==> src/hdl/simpson_one_third_integrator_macros.svh <==
// ----------------------------------------------------------------------------
// Simpson integrator assertion macros
// Shared concurrent assertion forms for the integrator RTL.
// ----------------------------------------------------------------------------
`ifndef SIMPSON_ONE_THIRD_INTEGRATOR_MACROS_SVH
`define SIMPSON_ONE_THIRD_INTEGRATOR_MACROS_SVH

// Same-cycle implication, checked outside of reset.
`define SIMP_ASSERT_IMPL(label, clk, rst_n, ante, cons, msg) \
  label: assert property (@(posedge clk) disable iff (!(rst_n)) (ante) |-> (cons)) \
    else $error(msg);

// Next-cycle implication, checked outside of reset.
`define SIMP_ASSERT_NEXT(label, clk, rst_n, ante, cons, msg) \
  label: assert property (@(posedge clk) disable iff (!(rst_n)) (ante) |=> (cons)) \
    else $error(msg);

`endif

==> src/hdl/simp_pkg.sv <==
// ----------------------------------------------------------------------------
// Simpson integrator package
// Widths, status codes and the request/response types of the shared divider.
// ----------------------------------------------------------------------------
`default_nettype none

package simp_pkg;

  localparam int unsigned BOUND_W       = 26;
  localparam int unsigned COUNT_W       = 13;
  localparam int unsigned RESULT_W      = 32;
  localparam int unsigned MAX_INTERVALS = 4096;

  // Shared divider: left-aligned dividend, remainder as wide as the divisor.
  localparam int unsigned DVD_W  = 36;
  localparam int unsigned DVR_W  = 27;
  localparam int unsigned ITER_W = 6;

  localparam int unsigned RECIP_W = 25;
  localparam int unsigned SUM_W   = 38;
  localparam int unsigned PROD_W  = 52;

  localparam logic [ITER_W-1:0] STEP_ITERS  = 6'd26;
  localparam logic [ITER_W-1:0] RECIP_ITERS = 6'd25;
  localparam logic [ITER_W-1:0] DIV3_ITERS  = 6'd36;

  // 2^40 / (2^16 + x): the top dividend bits 2^40 >> 25 seed the remainder.
  localparam logic [DVR_W-1:0] RECIP_REM_INIT = 27'd32768;
  localparam logic [DVR_W-1:0] ONE_Q16        = 27'd65536;
  localparam logic [DVR_W-1:0] DIVISOR_THREE  = 27'd3;

  localparam logic STATUS_OK        = 1'b0;
  localparam logic STATUS_BAD_COUNT = 1'b1;

  typedef struct packed {
    logic              start;
    logic [DVD_W-1:0]  dividend;
    logic [DVR_W-1:0]  divisor;
    logic [DVR_W-1:0]  rem_init;
    logic [ITER_W-1:0] iters;
  } div_req_t;

  typedef struct packed {
    logic             done;
    logic [DVD_W-1:0] quotient;
  } div_rsp_t;

endpackage

`default_nettype wire

==> src/hdl/simp_in_if.sv <==
// ----------------------------------------------------------------------------
// Simpson integrator input channel
// Valid/ready channel carrying the bounds and the interval count.
// ----------------------------------------------------------------------------
`default_nettype none

interface simp_in_if;
  logic                              valid;
  logic                              ready;
  logic [simp_pkg::BOUND_W-1:0]      lower_bound;
  logic [simp_pkg::BOUND_W-1:0]      upper_bound;
  logic [simp_pkg::COUNT_W-1:0]      interval_count;

  modport source (output valid, output lower_bound, output upper_bound,
                  output interval_count, input ready);
  modport sink   (input valid, input lower_bound, input upper_bound,
                  input interval_count, output ready);
endinterface

`default_nettype wire

==> src/hdl/simp_out_if.sv <==
// ----------------------------------------------------------------------------
// Simpson integrator output channel
// Valid/ready channel carrying the integral and the status.
// ----------------------------------------------------------------------------
`default_nettype none

interface simp_out_if;
  logic                                valid;
  logic                                ready;
  logic signed [simp_pkg::RESULT_W-1:0] integral;
  logic                                status;

  modport source (output valid, output integral, output status, input ready);
  modport sink   (input valid, input integral, input status, output ready);
endinterface

`default_nettype wire

==> src/hdl/simpson_one_third_integrator.sv <==
// ----------------------------------------------------------------------------
// Simpson 1/3 integrator of 1/(1+x)
// Composite Simpson rule over n subintervals, every reciprocal, the step
// and the final division by three taken on one shared serial divider.
// ----------------------------------------------------------------------------
//
//  Channel   Dir  Handshake      Payload
//  in_i      in   valid/ready    lower_bound, upper_bound, interval_count
//  out_o     out  valid/ready    integral, status
//
//  From the accepting edge the item runs through the step division, one
//  reciprocal per node (n+1 of them), a shift-and-add over the m bits of the
//  step (m at most 26) and the division by three; the shared divider gives
//  one quotient bit per cycle. A rejected count goes straight to S_DONE and
//  is loaded from there. One item is in work at a time: in_i.ready is high only while idle.
//  A finished result waits in the output register; the next item is taken
//  as soon as that register is loaded, even while out_o is stalled.
//  Reset is asynchronous and active low; no memory needs clearing.
// ----------------------------------------------------------------------------
`default_nettype none
`include "simpson_one_third_integrator_macros.svh"

module simpson_one_third_integrator (
  input  wire logic   clk_i,
  input  wire logic   rst_ni,
  simp_in_if.sink     in_i,
  simp_out_if.source  out_o
);

  typedef enum logic [2:0] {
    S_IDLE,
    S_STEP,
    S_RECIP,
    S_MUL,
    S_DIV3,
    S_DONE
  } state_e;

  state_e                               state_q;
  logic [simp_pkg::BOUND_W-1:0]         hi_q;
  logic [simp_pkg::BOUND_W-1:0]         lo_q;
  logic [simp_pkg::COUNT_W-1:0]         n_q;
  logic                                 neg_q;
  logic [simp_pkg::BOUND_W-1:0]         hstep_q;
  logic [simp_pkg::BOUND_W-1:0]         node_q;
  logic [simp_pkg::BOUND_W-1:0]         node_d;
  logic [simp_pkg::COUNT_W-1:0]         idx_q;
  logic [simp_pkg::COUNT_W-1:0]         idx_d;
  logic [simp_pkg::SUM_W-1:0]           sum_q;
  logic [simp_pkg::SUM_W-1:0]           sum_d;
  logic [simp_pkg::PROD_W-1:0]          mcand_q;
  logic [simp_pkg::BOUND_W-1:0]         mplr_q;
  logic [simp_pkg::PROD_W-1:0]          prod_q;
  logic signed [simp_pkg::RESULT_W-1:0] res_q;
  logic                                 stat_q;
  logic                                 out_valid_q;
  logic signed [simp_pkg::RESULT_W-1:0] out_integral_q;
  logic                                 out_status_q;
  simp_pkg::div_req_t                   div_req_q;
  simp_pkg::div_rsp_t                   div_rsp;

  logic                                 accept;
  logic                                 count_ok;
  logic                                 in_neg;
  logic [simp_pkg::BOUND_W-1:0]         span;
  logic [simp_pkg::RECIP_W-1:0]         recip;
  logic [simp_pkg::SUM_W-1:0]           addend;
  logic [simp_pkg::DVD_W-1:0]           mag;
  logic [simp_pkg::RESULT_W-1:0]        mag_sat;
  logic [simp_pkg::RESULT_W-1:0]        res_d;

  function automatic simp_pkg::div_req_t recip_req(input logic [simp_pkg::BOUND_W-1:0] x);
    simp_pkg::div_req_t r;
    r.start    = 1'b1;
    r.dividend = '0;
    r.divisor  = {1'b0, x} + simp_pkg::ONE_Q16;
    r.rem_init = simp_pkg::RECIP_REM_INIT;
    r.iters    = simp_pkg::RECIP_ITERS;
    return r;
  endfunction

  simp_div u_div (
    .clk_i  (clk_i),
    .rst_ni (rst_ni),
    .req_i  (div_req_q),
    .rsp_o  (div_rsp)
  );

  assign in_i.ready = (state_q == S_IDLE);
  assign accept     = in_i.valid && in_i.ready;

  assign count_ok = (in_i.interval_count != '0) && !in_i.interval_count[0] &&
                    (in_i.interval_count <= simp_pkg::COUNT_W'(simp_pkg::MAX_INTERVALS));
  assign in_neg   = (in_i.upper_bound < in_i.lower_bound);
  assign span     = in_neg ? (in_i.lower_bound - in_i.upper_bound)
                           : (in_i.upper_bound - in_i.lower_bound);

  // End points weigh 1, odd nodes 4, even interior nodes 2.
  assign recip = div_rsp.quotient[simp_pkg::RECIP_W-1:0];
  always_comb begin
    if (idx_q == '0 || idx_q == n_q) begin
      addend = simp_pkg::SUM_W'(recip);
    end else if (idx_q[0]) begin
      addend = simp_pkg::SUM_W'(recip) << 2;
    end else begin
      addend = simp_pkg::SUM_W'(recip) << 1;
    end
  end
  assign sum_d = sum_q + addend;

  // The last node is the upper bound itself, not the accumulated position.
  assign idx_d  = idx_q + 13'd1;
  assign node_d = (idx_d == n_q) ? hi_q
                : (neg_q ? (node_q - hstep_q) : (node_q + hstep_q));

  assign mag = div_rsp.quotient;
  always_comb begin
    if (neg_q) begin
      mag_sat = (mag > 36'h080000000) ? 32'h80000000 : mag[simp_pkg::RESULT_W-1:0];
      res_d   = 32'd0 - mag_sat;
    end else begin
      mag_sat = (mag > 36'h07FFFFFFF) ? 32'h7FFFFFFF : mag[simp_pkg::RESULT_W-1:0];
      res_d   = mag_sat;
    end
  end

  always_ff @(posedge clk_i or negedge rst_ni) begin
    if (!rst_ni) begin
      state_q        <= S_IDLE;
      hi_q           <= '0;
      lo_q           <= '0;
      n_q            <= '0;
      neg_q          <= 1'b0;
      hstep_q        <= '0;
      node_q         <= '0;
      idx_q          <= '0;
      sum_q          <= '0;
      mcand_q        <= '0;
      mplr_q         <= '0;
      prod_q         <= '0;
      res_q          <= '0;
      stat_q         <= simp_pkg::STATUS_OK;
      out_valid_q    <= 1'b0;
      out_integral_q <= '0;
      out_status_q   <= simp_pkg::STATUS_OK;
      div_req_q      <= '0;
    end else begin
      div_req_q.start <= 1'b0;
      if (out_valid_q && out_o.ready) begin
        out_valid_q <= 1'b0;
      end

      unique case (state_q)
        S_IDLE: begin
          if (accept) begin
            lo_q  <= in_i.lower_bound;
            hi_q  <= in_i.upper_bound;
            n_q   <= in_i.interval_count;
            neg_q <= in_neg;
            if (count_ok) begin
              div_req_q.start    <= 1'b1;
              div_req_q.dividend <= {span, 10'd0};
              div_req_q.divisor  <= simp_pkg::DVR_W'(in_i.interval_count);
              div_req_q.rem_init <= '0;
              div_req_q.iters    <= simp_pkg::STEP_ITERS;
              state_q            <= S_STEP;
            end else begin
              res_q   <= '0;
              stat_q  <= simp_pkg::STATUS_BAD_COUNT;
              state_q <= S_DONE;
            end
          end
        end
        S_STEP: begin
          if (div_rsp.done) begin
            hstep_q   <= div_rsp.quotient[simp_pkg::BOUND_W-1:0];
            node_q    <= lo_q;
            idx_q     <= '0;
            sum_q     <= '0;
            div_req_q <= recip_req(lo_q);
            state_q   <= S_RECIP;
          end
        end
        S_RECIP: begin
          if (div_rsp.done) begin
            sum_q <= sum_d;
            if (idx_q == n_q) begin
              mcand_q <= simp_pkg::PROD_W'(sum_d);
              mplr_q  <= hstep_q;
              prod_q  <= '0;
              state_q <= S_MUL;
            end else begin
              idx_q     <= idx_d;
              node_q    <= node_d;
              div_req_q <= recip_req(node_d);
            end
          end
        end
        S_MUL: begin
          // Shift-and-add over the step bits; ends once no set bit is left.
          if (mplr_q == '0) begin
            div_req_q.start    <= 1'b1;
            div_req_q.dividend <= prod_q[simp_pkg::PROD_W-1:16];
            div_req_q.divisor  <= simp_pkg::DIVISOR_THREE;
            div_req_q.rem_init <= '0;
            div_req_q.iters    <= simp_pkg::DIV3_ITERS;
            state_q            <= S_DIV3;
          end else begin
            if (mplr_q[0]) begin
              prod_q <= prod_q + mcand_q;
            end
            mcand_q <= {mcand_q[simp_pkg::PROD_W-2:0], 1'b0};
            mplr_q  <= {1'b0, mplr_q[simp_pkg::BOUND_W-1:1]};
          end
        end
        S_DIV3: begin
          if (div_rsp.done) begin
            res_q   <= res_d;
            stat_q  <= simp_pkg::STATUS_OK;
            state_q <= S_DONE;
          end
        end
        S_DONE: begin
          if (!out_valid_q || out_o.ready) begin
            out_valid_q    <= 1'b1;
            out_integral_q <= res_q;
            out_status_q   <= stat_q;
            state_q        <= S_IDLE;
          end
        end
        default: begin
          state_q <= S_IDLE;
        end
      endcase
    end
  end

  assign out_o.valid    = out_valid_q;
  assign out_o.integral = out_integral_q;
  assign out_o.status   = out_status_q;

  `SIMP_ASSERT_IMPL(a_error_zero, clk_i, rst_ni, out_valid_q && out_status_q == simp_pkg::STATUS_BAD_COUNT, out_integral_q == '0, "rejected count with nonzero integral")
  `SIMP_ASSERT_IMPL(a_done_in_wait, clk_i, rst_ni, div_rsp.done, state_q == S_STEP || state_q == S_RECIP || state_q == S_DIV3, "divider result outside a wait state")
  `SIMP_ASSERT_IMPL(a_idx_bound, clk_i, rst_ni, state_q == S_RECIP, idx_q <= n_q, "node index beyond interval count")
  `SIMP_ASSERT_NEXT(a_load_output, clk_i, rst_ni, state_q == S_DONE && (!out_valid_q || out_o.ready), out_valid_q && state_q == S_IDLE, "result not loaded into output register")

endmodule

`default_nettype wire

==> src/hdl/simp_div.sv <==
// ----------------------------------------------------------------------------
// Simpson integrator shared divider
// Restoring divider, one quotient bit per cycle, with a preset remainder
// and a programmable number of iterations.
// ----------------------------------------------------------------------------
`default_nettype none
`include "simpson_one_third_integrator_macros.svh"

module simp_div (
  input  wire logic               clk_i,
  input  wire logic               rst_ni,
  input  wire simp_pkg::div_req_t req_i,
  output simp_pkg::div_rsp_t      rsp_o
);

  logic                          busy_q;
  logic                          done_q;
  logic [simp_pkg::ITER_W-1:0]   cnt_q;
  logic [simp_pkg::DVD_W-1:0]    dvd_q;
  logic [simp_pkg::DVD_W-1:0]    quo_q;
  logic [simp_pkg::DVR_W-1:0]    dvr_q;
  logic [simp_pkg::DVR_W-1:0]    rem_q;
  logic [simp_pkg::DVR_W-1:0]    rem_d;
  logic [simp_pkg::DVR_W:0]      shifted;
  logic [simp_pkg::DVR_W:0]      trial;
  logic                          fits;

  // The remainder stays below the divisor, so the shifted value fits one more bit.
  assign shifted = {rem_q, dvd_q[simp_pkg::DVD_W-1]};
  assign fits    = (shifted >= {1'b0, dvr_q});
  assign trial   = shifted - {1'b0, dvr_q};
  assign rem_d   = fits ? trial[simp_pkg::DVR_W-1:0] : shifted[simp_pkg::DVR_W-1:0];

  always_ff @(posedge clk_i or negedge rst_ni) begin
    if (!rst_ni) begin
      busy_q <= 1'b0;
      done_q <= 1'b0;
      cnt_q  <= '0;
    end else begin
      done_q <= 1'b0;
      if (req_i.start) begin
        busy_q <= 1'b1;
        cnt_q  <= req_i.iters;
      end else if (busy_q) begin
        cnt_q <= cnt_q - 6'd1;
        if (cnt_q == 6'd1) begin
          busy_q <= 1'b0;
          done_q <= 1'b1;
        end
      end
    end
  end

  always_ff @(posedge clk_i) begin
    if (req_i.start) begin
      dvd_q <= req_i.dividend;
      dvr_q <= req_i.divisor;
      rem_q <= req_i.rem_init;
      quo_q <= '0;
    end else if (busy_q) begin
      dvd_q <= {dvd_q[simp_pkg::DVD_W-2:0], 1'b0};
      rem_q <= rem_d;
      quo_q <= {quo_q[simp_pkg::DVD_W-2:0], fits};
    end
  end

  assign rsp_o.done     = done_q;
  assign rsp_o.quotient = quo_q;

  `SIMP_ASSERT_IMPL(a_no_restart, clk_i, rst_ni, req_i.start, !busy_q, "divider restarted while busy")
  `SIMP_ASSERT_NEXT(a_done_after_last, clk_i, rst_ni, busy_q && !req_i.start && cnt_q == 6'd1, done_q && !busy_q, "divider did not finish after last iteration")
  `SIMP_ASSERT_IMPL(a_rem_below_divisor, clk_i, rst_ni, busy_q, rem_q < dvr_q, "partial remainder reached the divisor")

endmodule

`default_nettype wire
==> src/flat_wrapper.sv <==
// flat-port wrapper written by rule: the top's interface ports become plain ports
module simpson_one_third_integrator_flat 
  (clk_i, rst_ni, in_i_valid, in_i_lower_bound, in_i_upper_bound, in_i_interval_count, in_i_ready, out_o_valid, out_o_integral, out_o_status, out_o_ready);
  simp_in_if in_i_i ();
  simp_out_if out_o_i ();
  input  wire logic clk_i;
  input  wire logic rst_ni;
  input wire logic [$bits(in_i_i.valid)-1:0] in_i_valid;
  input wire logic [$bits(in_i_i.lower_bound)-1:0] in_i_lower_bound;
  input wire logic [$bits(in_i_i.upper_bound)-1:0] in_i_upper_bound;
  input wire logic [$bits(in_i_i.interval_count)-1:0] in_i_interval_count;
  output wire logic [$bits(in_i_i.ready)-1:0] in_i_ready;
  output wire logic [$bits(out_o_i.valid)-1:0] out_o_valid;
  output wire logic [$bits(out_o_i.integral)-1:0] out_o_integral;
  output wire logic [$bits(out_o_i.status)-1:0] out_o_status;
  input wire logic [$bits(out_o_i.ready)-1:0] out_o_ready;
  assign in_i_i.valid = in_i_valid;
  assign in_i_i.lower_bound = in_i_lower_bound;
  assign in_i_i.upper_bound = in_i_upper_bound;
  assign in_i_i.interval_count = in_i_interval_count;
  assign in_i_ready = in_i_i.ready;
  assign out_o_valid = out_o_i.valid;
  assign out_o_integral = out_o_i.integral;
  assign out_o_status = out_o_i.status;
  assign out_o_i.ready = out_o_ready;
  simpson_one_third_integrator u_core (.clk_i(clk_i), .rst_ni(rst_ni), .in_i(in_i_i), .out_o(out_o_i));
endmodule
==> config.mk <==
export PLATFORM = sky130hd
export DESIGN_NAME = simpson_one_third_integrator_flat
export DESIGN_NICKNAME = d
export VERILOG_FILES = /design/src/hdl/simp_pkg.sv /design/src/hdl/simp_in_if.sv /design/src/hdl/simp_out_if.sv /design/src/hdl/simpson_one_third_integrator.sv /design/src/hdl/simp_div.sv /design/src/flat_wrapper.sv
export VERILOG_INCLUDE_DIRS = /design/src /design/src/hdl
export SDC_FILE = /design/constraint.sdc
export NUM_CORES = 2
export LEC_CHECK = 0
export ABC_AREA = 1
export BUFFER_PORTS_ARGS = -buffer_cell sky130_fd_sc_hd__clkbuf_2
export CAP_MARGIN = 20
export CORE_MARGIN = 2
export CORE_UTILIZATION = 50
export DETAILED_ROUTE_END_ITERATION = 7
export MAX_ROUTING_LAYER = met4
export PLACE_DENSITY = 0.63
export REMOVE_ABC_BUFFERS = 1
export SYNTH_ARGS = -nofsm -noshare
export SYNTH_HDL_FRONTEND = slang
export SYNTH_HIERARCHICAL = 1
export SYNTH_SLANG_ARGS = --single-unit
==> constraint.sdc <==
create_clock -name clk_i -period 11.3 [get_ports clk_i]
set_input_delay 2.26 -clock clk_i [delete_from_list [all_inputs] [get_ports clk_i]]
set_output_delay 2.26 -clock clk_i [all_outputs]
set_load 0.05 [all_outputs]
# Word-level counts from Yosys, hierarchy flattened
# Cells that the tools add are included.
dict set report totals {
  latchBits 0
  romBits 0
  output_inout_bits 35
  register_bits 600
  inputBits 69
  mem_bits_rw 0
  mem_count 0
}
dict set report op_classes {
  n_reduce_logical 27
  div 0
  magnitude_cmp 5
  mul 0
  muxes 72
  bitwise_logic 0
  addsub 12
  n_shift 0
  n_eq_ne 20
}
# cell count
set op_table {}
lappend op_table {{two-way mux 97 bit} 6}
lappend op_table {{case mux 97 bit (4 select lines)} 1}
lappend op_table {{two-way mux 52 bit} 7}
lappend op_table {{two-way mux 26 bit} 9}
lappend op_table {{case mux 52 bit (2 select lines)} 2}
lappend op_table {{two-way mux 32 bit} 6}
lappend op_table {{two-way mux 27 bit} 5}
lappend op_table {{case mux 26 bit (2 select lines)} 2}
lappend op_table {{subtractor 26 bit} 3}
lappend op_table {{two-way mux 38 bit} 2}
lappend op_table {{case mux 38 bit (2 select lines)} 1}
lappend op_table {{two-way mux 36 bit} 2}
lappend op_table {{case mux 32 bit (2 select lines)} 1}
lappend op_table {{adder 26 x 17 -> 27 bit (second input constant)} 2}
lappend op_table {{adder 52 bit} 1}
lappend op_table {{two-way mux 13 bit} 3}
lappend op_table {{adder 38 bit} 1}
lappend op_table {{> comparator 36 x 31 -> 1 bit (second input constant)} 1}
lappend op_table {{> comparator 36 x 32 -> 1 bit (second input constant)} 1}
lappend op_table {{subtractor 1 x 32 -> 32 bit (first input constant)} 1}
lappend op_table {{>= comparator 28 x 27 -> 1 bit} 1}
lappend op_table {{subtractor 27 bit} 1}
lappend op_table {{adder 26 bit} 1}
lappend op_table {{== test 13 bit} 2}
lappend op_table {{other kinds (30)} 74}

# Depth between registers and ports, before layout
dict set report logic_depth {
  depth_word 7
  ltp_mapped 29
  ltp_nobuf 29
}

# By module
# Netlist, hierarchy kept.
# mod cells_each instances seq_area_each_um2 area_each_um2
set by_module_without_submodules {}
lappend by_module_without_submodules {simpson_one_third_integrator 4374 1 10935.5 30890.9}
lappend by_module_without_submodules {simp_div 991 1 3623.5 7687.4}

# Least setup slack after synthesis
# OpenSTA, ideal clock, no wires.
dict set report synth_timing {
  path_kind {input to register}
  start {input port in_i_upper_bound[0]}
  end {register u_core/div_req_q[93] (netlist name)}
  setup_ns 0.134
  t_arrival_ns 4.267
  stages 16
  slack_ns 6.899
  t_required_ns 11.166
  path_cell_list {inv_1 -> ha_1 -> inv_1 -> fa_1 -> nand2_1 -> nand2_1 -> a21oi_1 -> o21ai_0 -> nand3_1 -> nand2_1 -> inv_1 -> buf_2 -> clkbuf_1 -> nand2_1 -> nand3_1 -> o211ai_1}
}
dict set report synth_between {
  elab_chain_cells 5
  elab_cells_between_ends 7
}
# element line
set synth_lines {}
lappend synth_lines {{from (decl)} flat_wrapper.sv:10} ;# input wire logic [$bits(in_i_i.upper_bound)-1:0] in_i_upper_bound;
lappend synth_lines {{subtractor 26 bit (tied with other cells)} simpson_one_third_integrator.sv:96} ;# : (in_i.upper_bound - in_i.lower_bound);
lappend synth_lines {{two-way mux 26 bit *} simpson_one_third_integrator.sv:95} ;# assign span = in_neg ? (in_i.lower_bound - in_i.upper_bound)
lappend synth_lines {{two-way mux 97 bit *} simpson_one_third_integrator.sv:160} ;# if (count_ok) begin
lappend synth_lines {{two-way mux 97 bit *} simpson_one_third_integrator.sv:155} ;# if (accept) begin
lappend synth_lines {{case mux 97 bit (4 select lines) *} simpson_one_third_integrator.sv:153} ;# unique case (state_q)
lappend synth_lines {{to (signal assigned)} simpson_one_third_integrator.sv:180} ;# div_req_q <= recip_req(lo_q);
lappend synth_lines {{to (signal assigned)} simpson_one_third_integrator.sv:195} ;# div_req_q <= recip_req(node_d);
lappend synth_lines {{to (decl)} simpson_one_third_integrator.sv:59} ;# simp_pkg::div_req_t div_req_q;
# Every way passes the cells marked *; elsewhere a longest branch is shown, timed or not. The select of a mux whose other input is x is not followed.
# A chain may end at the register's enable or synchronous reset.

# Worst setup path after layout
dict set report layout_timing {
  start {register u_core/idx_q[0] (netlist name)}
  end {register u_core/mcand_q[30] (netlist name)}
}
dict set report layout_between {
  elab_chain_cells 7
  elab_cells_between_ends 11
}
# element line
set layout_lines {}
lappend layout_lines {{from (decl)} simpson_one_third_integrator.sv:47} ;# logic [simp_pkg::COUNT_W-1:0] idx_q;
lappend layout_lines {{from (signal assigned)} simpson_one_third_integrator.sv:193} ;# idx_q <= idx_d;
lappend layout_lines {{== test 13 bit or zero test 13 bit (tied branches)} {simpson_one_third_integrator.sv:101, simpson_one_third_integrator.sv:187}}
lappend layout_lines {{logical OR 1 bit} simpson_one_third_integrator.sv:101} ;# if (idx_q == '0 || idx_q == n_q) begin
lappend layout_lines {{two-way mux 27 bit} simpson_one_third_integrator.sv:101}
lappend layout_lines {{adder 38 bit} simpson_one_third_integrator.sv:109} ;# assign sum_d = sum_q + addend;
lappend layout_lines {{two-way mux 52 bit} simpson_one_third_integrator.sv:187} ;# if (idx_q == n_q) begin
lappend layout_lines {{two-way mux 52 bit} simpson_one_third_integrator.sv:185} ;# if (div_rsp.done) begin
lappend layout_lines {{case mux 52 bit (2 select lines)} simpson_one_third_integrator.sv:153}
lappend layout_lines {{to (signal assigned)} simpson_one_third_integrator.sv:188} ;# mcand_q <= simp_pkg::PROD_W'(sum_d);
lappend layout_lines {{to (signal assigned)} simpson_one_third_integrator.sv:212} ;# mcand_q <= {mcand_q[simp_pkg::PROD_W-2:0], 1'b0};
lappend layout_lines {{to (decl)} simpson_one_third_integrator.sv:51} ;# logic [simp_pkg::PROD_W-1:0] mcand_q;
# Parallel ways exist; a longest one is shown, timed or not. The select of a mux whose other input is x is not followed.

==> flow_summary.json <==
{
  "hold_slack_ns": 0.444,
  "drive_gt1_share_pct": 6.61,
  "min_period_ns": 5.01,
  "syn_area_sq_um": 38600,
  "ys_top_cells_by_count": "nand2_1 (1,559), inv_1 (669), o21ai_0 (465), dfrtp_1 (445), nor2_1 (405)",
  "grt_pass1_wl_um": 195000,
  "cpMostUsedCell": "nand2_1",
  "wirelength_um": 125000,
  "die_h_um": 282,
  "p_int_w": 0.00681,
  "htreeDepth": 3,
  "async_flop_share_pct": 77.9,
  "p_sw_share_pct": 50.3,
  "worst_slew_pin_slew_ns": 1.12,
  "start_util_pct": 50.6,
  "min_from": "u_core/div_req_q[58]$_DFFE_PN0P_",
  "drv_cap": 0,
  "cpPeakStageDelay_ns": 0.45,
  "crit_path_start_kind": "flop",
  "ys_seq_area_share_pct": 37.7,
  "seqPwrFrac_pct": 24.8,
  "p_clk_share_pct": 18.0,
  "die_x_um": 282,
  "wl_per_cell_um": 19.3,
  "layout_worst_path_cycle_share_pct": 44.3,
  "ys_top_cells_by_area": "dfrtp_1 (29%), nand2_1 (15%), edfxtp_1 (7.0%), inv_1 (6.5%), ha_1 (6.1%)",
  "status": "completed",
  "yosysMostFrequentCell": "nand2_1",
  "ir_drop_mv": 0.327,
  "synth_area_per_cell_sq_um": 7.19,
  "core_sq_um": 76200,
  "crit_buf_inv": 6,
  "syn_to_final_growth_pct": 10.3,
  "ios": 104,
  "grt_antenna_before_repair": 2,
  "final_antenna_net_count": 0,
  "finalInstanceArea_sq_um": 42600,
  "cts_hold_buf": 0,
  "clockRootBuffer": "clkbuf_16",
  "synth_edf_count": 90,
  "cts_buffer_depth": 3,
  "drtPass1Iterations": 6,
  "portBuffers": 103,
  "cp.arrival_ns": 5.47,
  "setup_viol": 0,
  "critPathMaxFanout": 50,
  "worstPathRequired_ns": 11.76,
  "crit_path_end_kind": "flop",
  "dpl-instance-area_sq_um": 40000,
  "grt_pass1_vias": 34600,
  "rows": 101,
  "synthFlopType": "dfrtp_1",
  "grt_usage_pct": 32.4,
  "slew_headroom_pct": 24.5,
  "drt-vias-per-instance": 5.58,
  "maxSlewViolCount": 0,
  "finalNetCount": 5684,
  "ys_types": 71,
  "hold_class": "reg2reg",
  "critPathKind": "reg2reg",
  "net-switching-power_w": 0.00688,
  "powerDensity_nw_per_um2": 322,
  "synth_top_cell_by_area": "dfrtp_1",
  "rsz0062_at_grt": "no",
  "drt_first_iter_violations": 3443,
  "routabilityCongestion": 1.03,
  "cts_buffers": 69,
  "crit_start": "u_core/idx_q[0]$_DFFE_PN0P_",
  "ys_ff_latch": 571,
  "tns_ns": 0,
  "cts.sinks": 571,
  "n_fill_cell": 7437,
  "combPwrFrac_pct": 57.1,
  "die_area_sq_um": 79400,
  "grt_max_degree": 130,
  "grt_remaining_overflow": 0,
  "post_cts_buffers": 0,
  "cp_top_family": "simple AND/OR/NAND/NOR gates",
  "r2r_start": "u_core/idx_q[0]$_DFFE_PN0P_",
  "fmax_mhz": 200,
  "synth_top_area_share_pct": 28.9,
  "vias": 36300,
  "hold_violations": 0,
  "clock_latency_ns": 0.63,
  "p_leak_nw": 21.1,
  "synth_warnings": 6,
  "hpwl_um": 94600,
  "fin_skew_ns": 0.0297,
  "path_clk_slew_ns": 0.06,
  "cts_resized": 0,
  "cts_tree": "done",
  "syn_inst": 5365,
  "slowest_stage": "o21ai_0",
  "drc": 0
}
[state kept, by name, indices dropped and copies added, names as in the netlist, 3 cells and up]
name                   cells
u_core/hstep_q            26
u_core/out_o.integral     32
u_core/u_div/dvr_q        27
u_core/state_q             3
u_core/n_q                13
u_core/u_div/quo_q        36
u_core/u_div/cnt_q         6
u_core/sum_q              38
u_core/mcand_q            52
u_core/div_req_q          68
u_core/idx_q              13
u_core/lo_q               26
u_core/hi_q               26
u_core/node_q             26
u_core/u_div/rem_q        27
u_core/u_div/dvd_q        36
u_core/res_q              32
u_core/prod_q             52
u_core/mplr_q             26
[final cells by class]
cell class                 count  area (sq um)  area share [%]
sequential                   571         14600            34.2
antenna                        1          2.50         0.00588
inverter                     687          2580            6.07
clock inverter                29           432            1.01
clock buffer                  99          2110            4.95
multi-input combinational   3951         20800            48.8
timing repair buffer         140           816            1.92
tap                         1030          1290            3.03
[power groups by stage]
stage | Sequential (W) | Clock (W) | Combinational [W]
6_report | 0.00340 | 0.00247 | 0.00782
5_1_grt | 0.00347 | 0.00260 | 0.00877
4_1_cts | 0.00339 | 0.00252 | 0.00771
3_5_place_dp | 0.00342 | 0 | 0.00765
3_3_place_gp | 0.00341 | 0 | 0.00760
2_1_floorplan | 0.00336 | 0 | 0.00545
[cells in the final DEF, fill, tap and decap left out, drive strengths merged, types with 41 or more instances in the layout]
cell	Yosys	layout
clkbuf	133	201
a21oi	290	290
xor2	81	81
nand2	1575	1575
inv	680	687
edfxtp	90	90
nand4	55	55
nor3	47	47
o22ai	59	59
dfrtp	445	445
xnor2	50	50
a31oi	41	41
nand3	278	278
o21ai	474	474
nor2	422	422
o211ai	78	78
ha	189	189
[kinds of logic (layout without fill, tap and decap cells)]
family | after synthesis | in the layout | synth area share, %
other cells | 1 | 27 | 0.00972
flops | 571 | 571 | 37.7
compound gates | 1114 | 1114 | 16.7
xor+xnor | 131 | 131 | 2.97
simple gates | 2459 | 2459 | 26.6
buf+inv | 868 | 955 | 8.78
mux | 26 | 26 | 0.746
fa+ha+maj | 195 | 195 | 6.44
[metal layers]
layer | up-vias | track usage, % | part of all wire, %
li1 | 17800 | - | -
met1 | 17300 | 44.2 | 46
met2 | 1102 | 51.2 | 45
met3 | 197 | 3.72 | 6.0
met4 | 0 | 9.15 | 2.7
met5 | - | - | 0
[through the flow]
step                      instances  setup slack (ns)  util [%]  power [W]
after global routing           6508              5.77      55.9     0.0148
final                          6508              6.29      55.9     0.0137
after detailed placement       6379              5.83      52.5     0.0111
after CTS                      6507              6.35      55.9     0.0136
after floorplan                5209              5.62         -    0.00881
after global placement         6379              5.91      52.5     0.0110
[path summary, 6_finish.rpt]
path | to | depth (start not counted) | slack, ns
worst min-delay path | u_core/u_div/dvr_q[25]$_DFFE_PP_ | 0 | 0.44
worst min register to register | u_core/u_div/dvr_q[25]$_DFFE_PP_ | 0 | 0.44
min in group asynchronous | u_core/out_o.integral[29]$_DFFE_PN0P_ | 1 | 1.67
worst max-delay path | u_core/mcand_q[30]$_DFFE_PN0P_ | 27 | 6.29
max in group asynchronous | u_core/mcand_q[44]$_DFFE_PN0P_ | 3 | 7.42
worst max register to register | u_core/mcand_q[30]$_DFFE_PN0P_ | 27 | 6.29
(Power assumes the default switching activity.)
